===== src/hw/rtl/gil4_pkg.sv =====
// ----------------------------------------------------------------------------
// gil4_pkg
// Types and constants shared by the format-4 glyph index lookup block.
// ----------------------------------------------------------------------------
`default_nettype none

package gil4_pkg;

    localparam int REQ_DATA_W  = 112;
    localparam int CFG_INDEX_W = 2;
    localparam int CFG_DATA_W  = 13;
    // Signed width of the glyph array index before the range check.
    localparam int IDX_W       = 19;
    localparam int SCAN_W      = 13;

    localparam logic [CFG_INDEX_W-1:0] CFG_SEGMENT_COUNT = 2'd0;
    localparam logic [CFG_INDEX_W-1:0] CFG_GLYPH_WORDS   = 2'd1;

    typedef enum logic [1:0] {
        REQ_SEG    = 2'd0,
        REQ_GLYPH  = 2'd1,
        REQ_LOOKUP = 2'd2
    } t_req_type;

    typedef enum logic [1:0] {
        ST_MAPPED = 2'd0,
        ST_UNCOV  = 2'd1,
        ST_OOR    = 2'd2
    } t_status;

    typedef enum logic [1:0] {
        RES_UNCOV = 2'd0,
        RES_DELTA = 2'd1,
        RES_OOR   = 2'd2,
        RES_GLYPH = 2'd3
    } t_res_sel;

    typedef enum logic [2:0] {
        S_IDLE  = 3'd0,
        S_SCAN  = 3'd1,
        S_CALC  = 3'd2,
        S_RANGE = 3'd3,
        S_GREAD = 3'd4,
        S_OUT   = 3'd5
    } t_state;

    // Input item payload, lowest field in the lowest bits.
    typedef struct packed {
        logic [3:0]  spare;
        logic [15:0] code_point;
        logic [15:0] glyph_word;
        logic [15:0] range_offset;
        logic [15:0] id_delta;
        logic [15:0] start_code;
        logic [15:0] stop_code;
        logic [11:0] table_index;
    } t_req;

    typedef struct packed {
        logic [15:0] range_offset;
        logic [15:0] id_delta;
        logic [15:0] start_code;
        logic [15:0] stop_code;
    } t_seg;

    typedef struct packed {
        logic     seg_wr;
        logic     glyph_wr;
        logic     code_load;
        logic     seg_clr;
        logic     seg_inc;
        logic     idx_load;
        logic     res_load;
        t_res_sel res_sel;
        logic     out_load;
    } t_cmd;

    typedef struct packed {
        logic end_ge;
        logic start_gt;
        logic ro_zero;
        logic scan_last;
        logic scan_zero;
        logic idx_oor;
        logic out_free;
    } t_sts;

endpackage

`default_nettype wire


===== src/hw/rtl/gil4_ctrl.sv =====
// ----------------------------------------------------------------------------
// gil4_ctrl
// Sequencer for loads and lookups: scans the segment store, then steps the
// datapath through the index arithmetic, the range check and the array read.
// ----------------------------------------------------------------------------
`default_nettype none

module gil4_ctrl
    import gil4_pkg::*;
(
    input  wire logic       i_clk,
    input  wire logic       i_rst_n,
    input  wire logic       i_in_valid,
    input  wire logic [1:0] i_req_type,
    output logic            o_in_ready,
    input  wire t_sts       i_sts,
    output t_cmd            o_cmd
);

    t_state r_state;
    t_state n_state;
    logic   accept;

    assign accept = i_in_valid && (r_state == S_IDLE);

    always_ff @(posedge i_clk) begin
        if (!i_rst_n) begin
            r_state <= S_IDLE;
        end else begin
            r_state <= n_state;
        end
    end

    always_comb begin
        n_state = r_state;
        case (r_state)
            S_IDLE: begin
                if (accept && (i_req_type == REQ_LOOKUP)) begin
                    n_state = i_sts.scan_zero ? S_OUT : S_SCAN;
                end
            end
            S_SCAN: begin
                if (i_sts.end_ge) begin
                    n_state = S_CALC;
                end else if (i_sts.scan_last) begin
                    n_state = S_OUT;
                end
            end
            S_CALC: begin
                n_state = (i_sts.start_gt || i_sts.ro_zero) ? S_OUT : S_RANGE;
            end
            S_RANGE: begin
                n_state = i_sts.idx_oor ? S_OUT : S_GREAD;
            end
            S_GREAD: begin
                n_state = S_OUT;
            end
            S_OUT: begin
                if (i_sts.out_free) begin
                    n_state = S_IDLE;
                end
            end
            default: begin
                n_state = S_IDLE;
            end
        endcase
    end

    always_comb begin
        o_cmd      = '0;
        o_in_ready = 1'b0;
        case (r_state)
            S_IDLE: begin
                o_in_ready = 1'b1;
                if (accept) begin
                    case (i_req_type)
                        REQ_SEG: begin
                            o_cmd.seg_wr = 1'b1;
                        end
                        REQ_GLYPH: begin
                            o_cmd.glyph_wr = 1'b1;
                        end
                        REQ_LOOKUP: begin
                            o_cmd.code_load = 1'b1;
                            o_cmd.seg_clr   = 1'b1;
                            o_cmd.res_load  = i_sts.scan_zero;
                            o_cmd.res_sel   = RES_UNCOV;
                        end
                        default: begin
                        end
                    endcase
                end
            end
            S_SCAN: begin
                if (!i_sts.end_ge) begin
                    if (i_sts.scan_last) begin
                        o_cmd.res_load = 1'b1;
                        o_cmd.res_sel  = RES_UNCOV;
                    end else begin
                        o_cmd.seg_inc = 1'b1;
                    end
                end
            end
            S_CALC: begin
                o_cmd.idx_load = 1'b1;
                if (i_sts.start_gt) begin
                    o_cmd.res_load = 1'b1;
                    o_cmd.res_sel  = RES_UNCOV;
                end else if (i_sts.ro_zero) begin
                    o_cmd.res_load = 1'b1;
                    o_cmd.res_sel  = RES_DELTA;
                end
            end
            S_RANGE: begin
                if (i_sts.idx_oor) begin
                    o_cmd.res_load = 1'b1;
                    o_cmd.res_sel  = RES_OOR;
                end
            end
            S_GREAD: begin
                o_cmd.res_load = 1'b1;
                o_cmd.res_sel  = RES_GLYPH;
            end
            S_OUT: begin
                o_cmd.out_load = i_sts.out_free;
            end
            default: begin
            end
        endcase
    end

endmodule

`default_nettype wire


===== config.mk =====
export PLATFORM = sky130hd
export DESIGN_NAME = gil4_ctrl
export DESIGN_NICKNAME = d
export VERILOG_FILES = /design/src/hw/rtl/gil4_pkg.sv /design/src/hw/rtl/gil4_ctrl.sv
export SDC_FILE = /design/constraint.sdc
export NUM_CORES = 1
export LEC_CHECK = 0
export BUFFER_PORTS_ARGS = -buffer_cell sky130_fd_sc_hd__buf_2
export CORE_AREA = 2 2 39 41
export DETAILED_ROUTE_END_ITERATION = 16
export DIE_AREA = 0 0 41 43
export PLACE_DENSITY_LB_ADDON = 0.15
export SYNTH_ARGS = -nofsm -noshare
export SYNTH_HDL_FRONTEND = slang
export SYNTH_SLANG_ARGS = --single-unit

===== constraint.sdc =====
create_clock -name i_clk -period 1.29 [get_ports i_clk]
set_input_delay 0.1935 -clock i_clk [delete_from_list [all_inputs] [get_ports i_clk]]
set_output_delay 0.1935 -clock i_clk [all_outputs]
set_load 0.02 [all_outputs]

==> results of run 1 <==
-- what timing repair did --
item,in CTS,in global routing
resized for setup,30,13
pin swaps,8,3
buffers inserted,2,0
setup endpoints to repair,11,14
-- stage by stage --
| stage | setup TNS [ns] | utilization, % | power, mW | hold slack (ns) |
|---|---|---|---|---|
| 6_report | -1.49 | 53.3 | 0.603 | 0.229 |
| 5_1_grt | -2.04 | 53.3 | 0.641 | 0.236 |
| 4_1_cts | -1.60 | 49.0 | 0.584 | 0.230 |
| 3_5_place_dp | -0.153 | 38.3 | 0.348 | 0.481 |
| 3_3_place_gp | -0.122 | 38.3 | 0.348 | 0.478 |
| 2_1_floorplan | -0.261 | - | 0.258 | 0.334 |
-- how the worst min path moves through the flow --
| stage | endpoint | slack (ns) | from |
|---|---|---|---|
| after floorplan | r_state[0] | 0.33 | i_rst_n |
| after global placement | r_state[0] | 0.48 | i_rst_n |
| after detailed placement | r_state[0] | 0.48 | i_rst_n |
| after CTS | r_state[0] | 0.23 | i_rst_n |
| after global routing | r_state[0] | 0.24 | i_rst_n |
| final | r_state[0] | 0.23 | i_rst_n |
-- power by group --
group	total, mW	internal [mW]	switching, mW	leakage [nW]
registers	0.108	0.102	0.00523	0.0253
logic	0.335	0.168	0.167	0.281
clock network	0.161	0.116	0.0455	0.0150
total	0.603	0.386	0.218	0.321
-- cell usage in the layout (no fill, tap or decap), types with 2 or more instances in the layout --
master    synthesis  final
a21oi_1           3      3
nand2_1           4      3
nor2_1            3      2
clkbuf_4          0      3
nor3_2            0      2
buf_4             2     10
nand2b_1          3      2
buf_6             1      9
dfxtp_2           0      2
buf_2             1     12
nand3_2           0      4
or3_4             1      2
-- synthesized netlist by cell type, drive strengths merged --
| cell type | instances | area [um^2] |
|---|---|---|
| a311oi | 1 | 8.76 |
| nor4 | 1 | 6.26 |
| nor3 | 3 | 15.0 |
| buf | 4 | 31.3 |
| nor4bb | 2 | 20.0 |
| nor2b | 2 | 12.5 |
| or3 | 2 | 17.5 |
| o21ai | 3 | 18.8 |
| nand3 | 4 | 20.0 |
| and3b | 1 | 8.76 |
| nor4b | 2 | 32.5 |
| nor2 | 3 | 11.3 |
| a22o | 1 | 8.76 |
| inv | 2 | 7.50 |
| dfxtp | 3 | 60.1 |
| a21oi | 3 | 15.0 |
| and2b | 1 | 7.51 |
| a32o | 1 | 10.0 |
| nand2 | 4 | 15.0 |
| nand2b | 3 | 18.8 |
| and2 | 1 | 6.26 |
-- cell type report --
class | count | area share, %
repair buffers | 32 | 34.1
clock buffers | 4 | 3.57
multi-input cells | 38 | 49.7
inverters | 2 | 1.36
well taps | 16 | 2.72
flip-flops and latches | 3 | 8.49
-- kinds of logic after synthesis --
group                  share of synthesized area, %
buffers and inverters                          11.0
AO/OA/AOI/OAI                                  17.4
AND/OR/NAND/NOR                                54.5
flip-flops                                     17.1
-- worst max-delay path, cell delays in order (launching register included) --
cell     delay [ns]
dfxtp_1        0.30
or3_4          0.43
nor4b_4        0.21
buf_4          0.17
-- metal layers --
metal	up-vias	routed length, um	global-route usage, %
li1	234	-	-
met4	0	0	4.00
met1	217	445	14.7
met2	17	572	23.8
met3	0	55	3.14
met5	-	0	0
==> results.json, run 1 <==
{
  "syn_nets": 59,
  "avgSynthCellArea_um2": 7.48,
  "drtIter0Drc": 4,
  "cellLeakagePower_nw": 0.321,
  "cts_hold_buffers": 0,
  "insertion_delay_ns": 0.23,
  "grt_pass1_vias": 440,
  "htreeDepth": 1,
  "diodes": 0,
  "worst_pin_slew_ns": 0.301,
  "cts_tree": "built",
  "multi_input_comb_area_um2": 367,
  "arrival_ns": 1.34,
  "grt_max_degree": 10,
  "finalNonFillerCells": 95,
  "wl_per_cell_um": 11.3,
  "seqCellArea_um2": 62.6,
  "setup_ws_ns": -0.247,
  "vias": 468,
  "ir_drop_mv": 0.388,
  "cts.clk_slew.worst_paths_ns": 0.04,
  "clock.fmax_mhz": 651,
  "numClockSinks": 3,
  "ys_types": 27,
  "finalClockSkew_ns": 0.00262,
  "layout.nets": 92,
  "syn_area_um2": 352,
  "crit_start": "r_state[1]",
  "maxSlewViolCount": 0,
  "final_hold_viol_count": 0,
  "ys_seq_area_share_pct": 17.1,
  "coreArea_um2": 1380,
  "place_area_um2": 531,
  "drc_errors": 0,
  "r2r-end": "r_state[2]",
  "reg_top3": "r_state x3",
  "firstDrtPassIters": 2,
  "antenna_left": 0,
  "grt_pass1_wl_mm": 1.67,
  "start_kind": "flop",
  "start_util_pct": 25.4,
  "regMostFlops": "r_state",
  "dpl.hpwl_um": 784,
  "worst-path-max-fanout": 4,
  "place_congestion": 0.764,
  "yosysWarnings": 0,
  "overflow": 0,
  "nFillCells": 142,
  "area_growth_pct": 110,
  "cp-endpoint": "o_cmd[9]",
  "rr_worst_depth": 4,
  "fin_crit_ns": 1.54,
  "largest_reg_flops": 3,
  "num_rows": 14,
  "numPortBuffers": 22,
  "hold_path.class": "input port to flop",
  "rr_startpoint": "r_state[1]",
  "stdcell_area_um2": 737,
  "num_io_pins": 23,
  "cts_buffer_depth": 2,
  "layout-drive-gt1-share_pct": 72.2,
  "ys_seq_elements": 3,
  "status": "finished with violations",
  "worstSetupPathType": "flop to primary output",
  "max-slew-margin-rel_pct": 79.6,
  "antenna_found_initial": 0,
  "setup_viol": 10,
  "hold_path_depth": 3,
  "avgViaCountPerCell": 4.93,
  "die_y_um": 43,
  "die-area_um2": 1760,
  "violations": "setup timing",
  "cp.required_ns": 1.10,
  "root_buffer": "clkbuf_4",
  "wirelength_mm": 1.07,
  "r2r_slack_ns": 0.04,
  "fin_crit_sh_pct": 119,
  "p_per_area_nw_per_um2": 819,
  "grt_use_total_pct": 13.4,
  "syn-instance-count": 47,
  "fp.dieW_um": 41,
  "pre_cts_ws_ns": -0.0734,
  "cp-end-kind": "primary output",
  "cts_buffers": 3,
  "dpl.cell_count": 89,
  "cap_violations": 0,
  "rsz0062_at_grt": "true"
}
No activity file was read; power rests on OpenSTA's default activity.
==> run 2, diff against run 1 <==
--- a/config.mk
+++ b/config.mk
@@ -6,10 +6,10 @@
 export NUM_CORES = 1
 export LEC_CHECK = 0
 export BUFFER_PORTS_ARGS = -buffer_cell sky130_fd_sc_hd__buf_2
-export CORE_AREA = 2 2 39 41
+export CORE_UTILIZATION = 25
 export DETAILED_ROUTE_END_ITERATION = 16
-export DIE_AREA = 0 0 41 43
 export PLACE_DENSITY_LB_ADDON = 0.15
+export SKIP_CTS_REPAIR_TIMING = 1
 export SYNTH_ARGS = -nofsm -noshare
 export SYNTH_HDL_FRONTEND = slang
 export SYNTH_SLANG_ARGS = --single-unit
==> results.json, run 2 (same netlist as run 1, synthesis figures left out) <==
{
  "status": "finished with violations",
  "violations": "setup timing",
  "finalClockSkew_ns": 0.00110,
  "max-slew-margin-rel_pct": 82.6,
  "final_hold_viol_count": 0,
  "p_per_area_nw_per_um2": 805,
  "stdcell_area_um2": 738,
  "nFillCells": 126,
  "clock.fmax_mhz": 648,
  "hold_path.class": "input port to flop",
  "drc_errors": 0,
  "worst-path-max-fanout": 4,
  "cp.required_ns": 1.10,
  "die-area_um2": 1560,
  "die_y_um": 39.5,
  "cellLeakagePower_nw": 0.326,
  "dpl.cell_count": 88,
  "wl_per_cell_um": 11.2,
  "rsz0062_at_grt": "true",
  "seqCellArea_um2": 63.8,
  "fin_crit_ns": 1.54,
  "setup_viol": 10,
  "dr_wl_met3_um": 59,
  "drt-met1-wl_um": 410,
  "place_area_um2": 529,
  "antenna_found_initial": 0,
  "layout-drive-gt1-share_pct": 71.3,
  "cap_violations": 0,
  "mostFrequentLayoutCell": "buf_2",
  "setup_ws_ns": -0.253,
  "grt_max_degree": 10,
  "hp-start": "i_rst_n",
  "reg_top3": "r_state x3",
  "vias": 475,
  "cts_buffers": 3,
  "finalPower_mw": 0.594,
  "root_buffer": "clkbuf_4",
  "final_cell_mix": "buf_2, buf_6, buf_4",
  "diodes": 0,
  "cts_tree": "built",
  "avgViaCountPerCell": 5.00,
  "rr_startpoint": "r_state[1]",
  "insertion_delay_ns": 0.23,
  "place_congestion": 0.749,
  "arrival_ns": 1.35,
  "crit_start": "r_state[1]",
  "area_growth_pct": 110,
  "drtIter0Drc": 5,
  "coreArea_um2": 1300,
  "fin_crit_sh_pct": 120,
  "numPortBuffers": 22,
  "grt_pass1_vias": 343,
  "wl_met2_um": 595,
  "maxSlewViolCount": 0,
  "cp-end-kind": "primary output",
  "start_kind": "flop",
  "start_util_pct": 27.0,
  "num_io_pins": 23,
  "overflow": 0,
  "regMostFlops": "r_state",
  "htreeDepth": 1,
  "firstDrtPassIters": 3,
  "worst_pin_slew_ns": 0.257,
  "finalSetupTns_ns": -1.54,
  "wirelength_mm": 1.07,
  "grt_pass1_wl_mm": 1.33,
  "dpl.hpwl_um": 728,
  "largest_reg_flops": 3,
  "cts_buffer_depth": 2,
  "grt_use_total_pct": 12.3,
  "multi_input_comb_area_um2": 360,
  "layout.nets": 93,
  "pre_cts_ws_ns": -0.0822,
  "finalNonFillerCells": 95,
  "cts.clk_slew.worst_paths_ns": 0.04,
  "ir_drop_mv": 0.375,
  "numClockSinks": 3,
  "top_layer_used": "met3",
  "worstSetupPathType": "flop to primary output",
  "fp.dieW_um": 39.5,
  "num_rows": 13,
  "antenna_left": 0
}
## run 2: cell types whose count changed in the layout (fill, tap and decap cells not counted), sizes merged
cell | previous run | this run
buf | 32 | 33
## run 2: worst paths after layout
kind | to | slack, ns | cells after the start
worst max-delay path | o_cmd[9] | -0.25 | 3
worst min-delay path | r_state[0] | 0.22 | 3
worst max register to register | r_state[2] | 0.06 | 4
worst min register to register | r_state[1] | 0.55 | 2
## run 2: critical path, stage by stage, from the launching register on
cell	delay, ns
dfxtp_2	0.31
or3_4	0.43
nor4b_4	0.21
buf_4	0.17
## run 2: through the flow
step | util, % | hold slack [ns]
after floorplan | - | 0.334
after global placement | 40.7 | 0.472
after detailed placement | 40.7 | 0.470
after CTS | 42.7 | 0.229
after global routing | 56.7 | 0.216
final | 56.7 | 0.222
## run 2: layer usage
layer | GRT usage [%] | up-vias
met5 | 0 | -
met4 | 2.59 | 0
met3 | 3.41 | 0
met2 | 20.1 | 18
met1 | 15.9 | 222
li1 | - | 235
## run 2: area by class of cell
class	instances	share of cell area, %
Sequential cell	3	8.64
Timing Repair Buffer	33	35.1
Inverter	2	1.36
Multi-Input combinational cell	38	48.8
Tap cell	15	2.54
Clock buffer	4	3.56
## run 2: power breakdown
group | switching, mW | internal (mW)
sequential | 0.00756 | 0.103
combinational | 0.161 | 0.162
clock | 0.0462 | 0.116
==> run 3, diff against run 2 <==
--- a/config.mk
+++ b/config.mk
@@ -5,6 +5,7 @@
 export SDC_FILE = /design/constraint.sdc
 export NUM_CORES = 1
 export LEC_CHECK = 0
+export ABC_AREA = 1
 export BUFFER_PORTS_ARGS = -buffer_cell sky130_fd_sc_hd__buf_2
 export CORE_UTILIZATION = 25
 export DETAILED_ROUTE_END_ITERATION = 16
==> results.json, run 3 <==
{
  "status": "finished with violations",
  "violations": "setup timing",
  "start_util_pct": 27.6,
  "synth_area_leader_cell": "dfxtp_1",
  "place_area_um2": 536,
  "rr_worst_depth": 6,
  "avgSynthCellArea_um2": 5.93,
  "r2r-end": "r_state[0]",
  "mostFrequentLayoutCell": "buf_2",
  "die_y_um": 40.4,
  "start_kind": "flop",
  "yosysWarnings": 0,
  "async_flop_share_pct": 0,
  "numClockSinks": 3,
  "yosysMostFrequentCell": "nand2_1",
  "synthTopCellsByCount": "nand2_1, inv_1, nor2_1",
  "fp.dieW_um": 40.4,
  "rsz0062_at_grt": "true",
  "grt_max_degree": 8,
  "hold_path_depth": 3,
  "die-area_um2": 1630,
  "regMostFlops": "r_state",
  "clock.fmax_mhz": 699,
  "syn-instance-count": 62,
  "root_buffer": "clkbuf_4",
  "htreeDepth": 1,
  "cellLeakagePower_nw": 0.357,
  "overflow": 0,
  "syn_nets": 74,
  "grt_use_total_pct": 13.0,
  "insertion_delay_ns": 0.23,
  "ys_seq_elements": 3,
  "holdPathEnd": "r_state[2]",
  "synth_flop_cell": "dfxtp_1",
  "worst_pin_slew_ns": 0.246,
  "r2r_slack_ns": 0.22,
  "syn_area_um2": 368,
  "num_io_pins": 23,
  "cp.required_ns": 1.10,
  "cts_buffer_depth": 2,
  "diodes": 0,
  "finalSetupTns_ns": -0.662,
  "area_growth_pct": 67.7,
  "coreArea_um2": 1330,
  "setup_viol": 9,
  "num_rows": 13,
  "yosys.area.top_type_share_pct": 16.3,
  "cts.clk_slew.worst_paths_ns": 0.04,
  "final_hold_viol_count": 0,
  "wirelength_mm": 1.00,
  "cts_buffers": 3,
  "hold_path.class": "input port to flop",
  "setup_ws_ns": -0.141,
  "firstDrtPassIters": 4,
  "worstSetupPathType": "flop to primary output",
  "reg_top3": "r_state x3",
  "final_cell_mix": "buf_2, nand2_1, inv_1",
  "finalClockSkew_ns": 0.000859,
  "cap_violations": 0,
  "synth_edf_count": 0,
  "ys_seq_area_share_pct": 16.3,
  "place_congestion": 0.726,
  "drc_errors": 0,
  "grt_pass1_vias": 394,
  "numPortBuffers": 22,
  "cts_tree": "built",
  "vias": 470,
  "fin_crit_sh_pct": 111,
  "antenna_left": 0,
  "worst-path-max-fanout": 5,
  "largest_reg_flops": 3,
  "hp-start": "i_rst_n",
  "ys_types": 22,
  "wl_per_cell_um": 9.38,
  "antenna_found_initial": 0,
  "drtIter0Drc": 4,
  "layout-drive-gt1-share_pct": 55.4,
  "max-slew-margin-rel_pct": 83.5,
  "fin_crit_ns": 1.43,
  "cp-end-kind": "primary output",
  "dpl.hpwl_um": 831,
  "layout.nets": 105,
  "yosys-top-cells-area": "dfxtp_1, nand2_1, inv_1",
  "rr_startpoint": "r_state[0]",
  "maxSlewViolCount": 0,
  "grt_pass1_wl_mm": 1.43,
  "ir_drop_mv": 0.965,
  "arrival_ns": 1.24,
  "p_per_area_nw_per_um2": 2400,
  "avgViaCountPerCell": 4.39,
  "stdcell_area_um2": 617
}
[run 3: cell type report]
cell class / count / area [um^2]
repair buffers: 27 / 168
multi-input cells: 45 / 279
fillers: 160 / 717
flip-flops and latches: 3 / 71.3
inverters: 13 / 53.8
clock buffers: 4 / 26.3
well taps: 15 / 18.8
[run 3: power by group]
group	switching, mW	internal, mW
registers	0.0776	0.152
logic	0.588	0.500
clock network	0.0448	0.116
total	0.711	0.767
[run 3: worst max path at each step]
stage	from	end	cells after the start
2_1_floorplan	r_state[1]	o_cmd[8]	5
3_3_place_gp	r_state[1]	o_cmd[3]	8
3_5_place_dp	r_state[1]	o_cmd[3]	8
4_1_cts	r_state[1]	o_cmd[3]	8
5_1_grt	r_state[0]	o_cmd[3]	8
6_report	r_state[0]	o_cmd[3]	8
[run 3: worst max-delay path, cell delays in order, from the launching register on]
cell and delay [ns]:
dfxtp_4 0.36, nor2_4 0.12, nand2_2 0.08, inv_4 0.06
nand2_4 0.05, nor2_4 0.10, nand2_2 0.06, nand3_2 0.06
buf_6 0.11
[run 3: logic make-up after synthesis]
logic type,share of synthesized area (%)
AND/OR/NAND/NOR,54.1
AO/OA/AOI/OAI,13.6
flip-flops,16.3
buffers and inverters,16.0
[run 3: stage by stage]
stage | instances | hold slack (ns) | total power, mW | utilization [%] | setup slack, ns
2_1_floorplan | 62 | 0.316 | 0.835 | - | -0.0883
3_3_place_gp | 102 | 0.451 | 1.14 | 40.2 | -0.00264
3_5_place_dp | 102 | 0.454 | 1.14 | 40.2 | -0.00883
4_1_cts | 106 | 0.213 | 1.31 | 42.1 | -0.264
5_1_grt | 107 | 0.227 | 1.61 | 46.2 | -0.218
6_report | 107 | 0.211 | 1.48 | 46.2 | -0.141
[run 3: layer usage]
layer / GRT usage, % / part of all wire (%) / vias up
li1: - / - / 253
met1: 16.3 / 47 / 206
met2: 22.2 / 49 / 11
met3: 0 / 4.2 / 0
met4: 7.50 / 0 / 0
met5: 0 / 0 / -
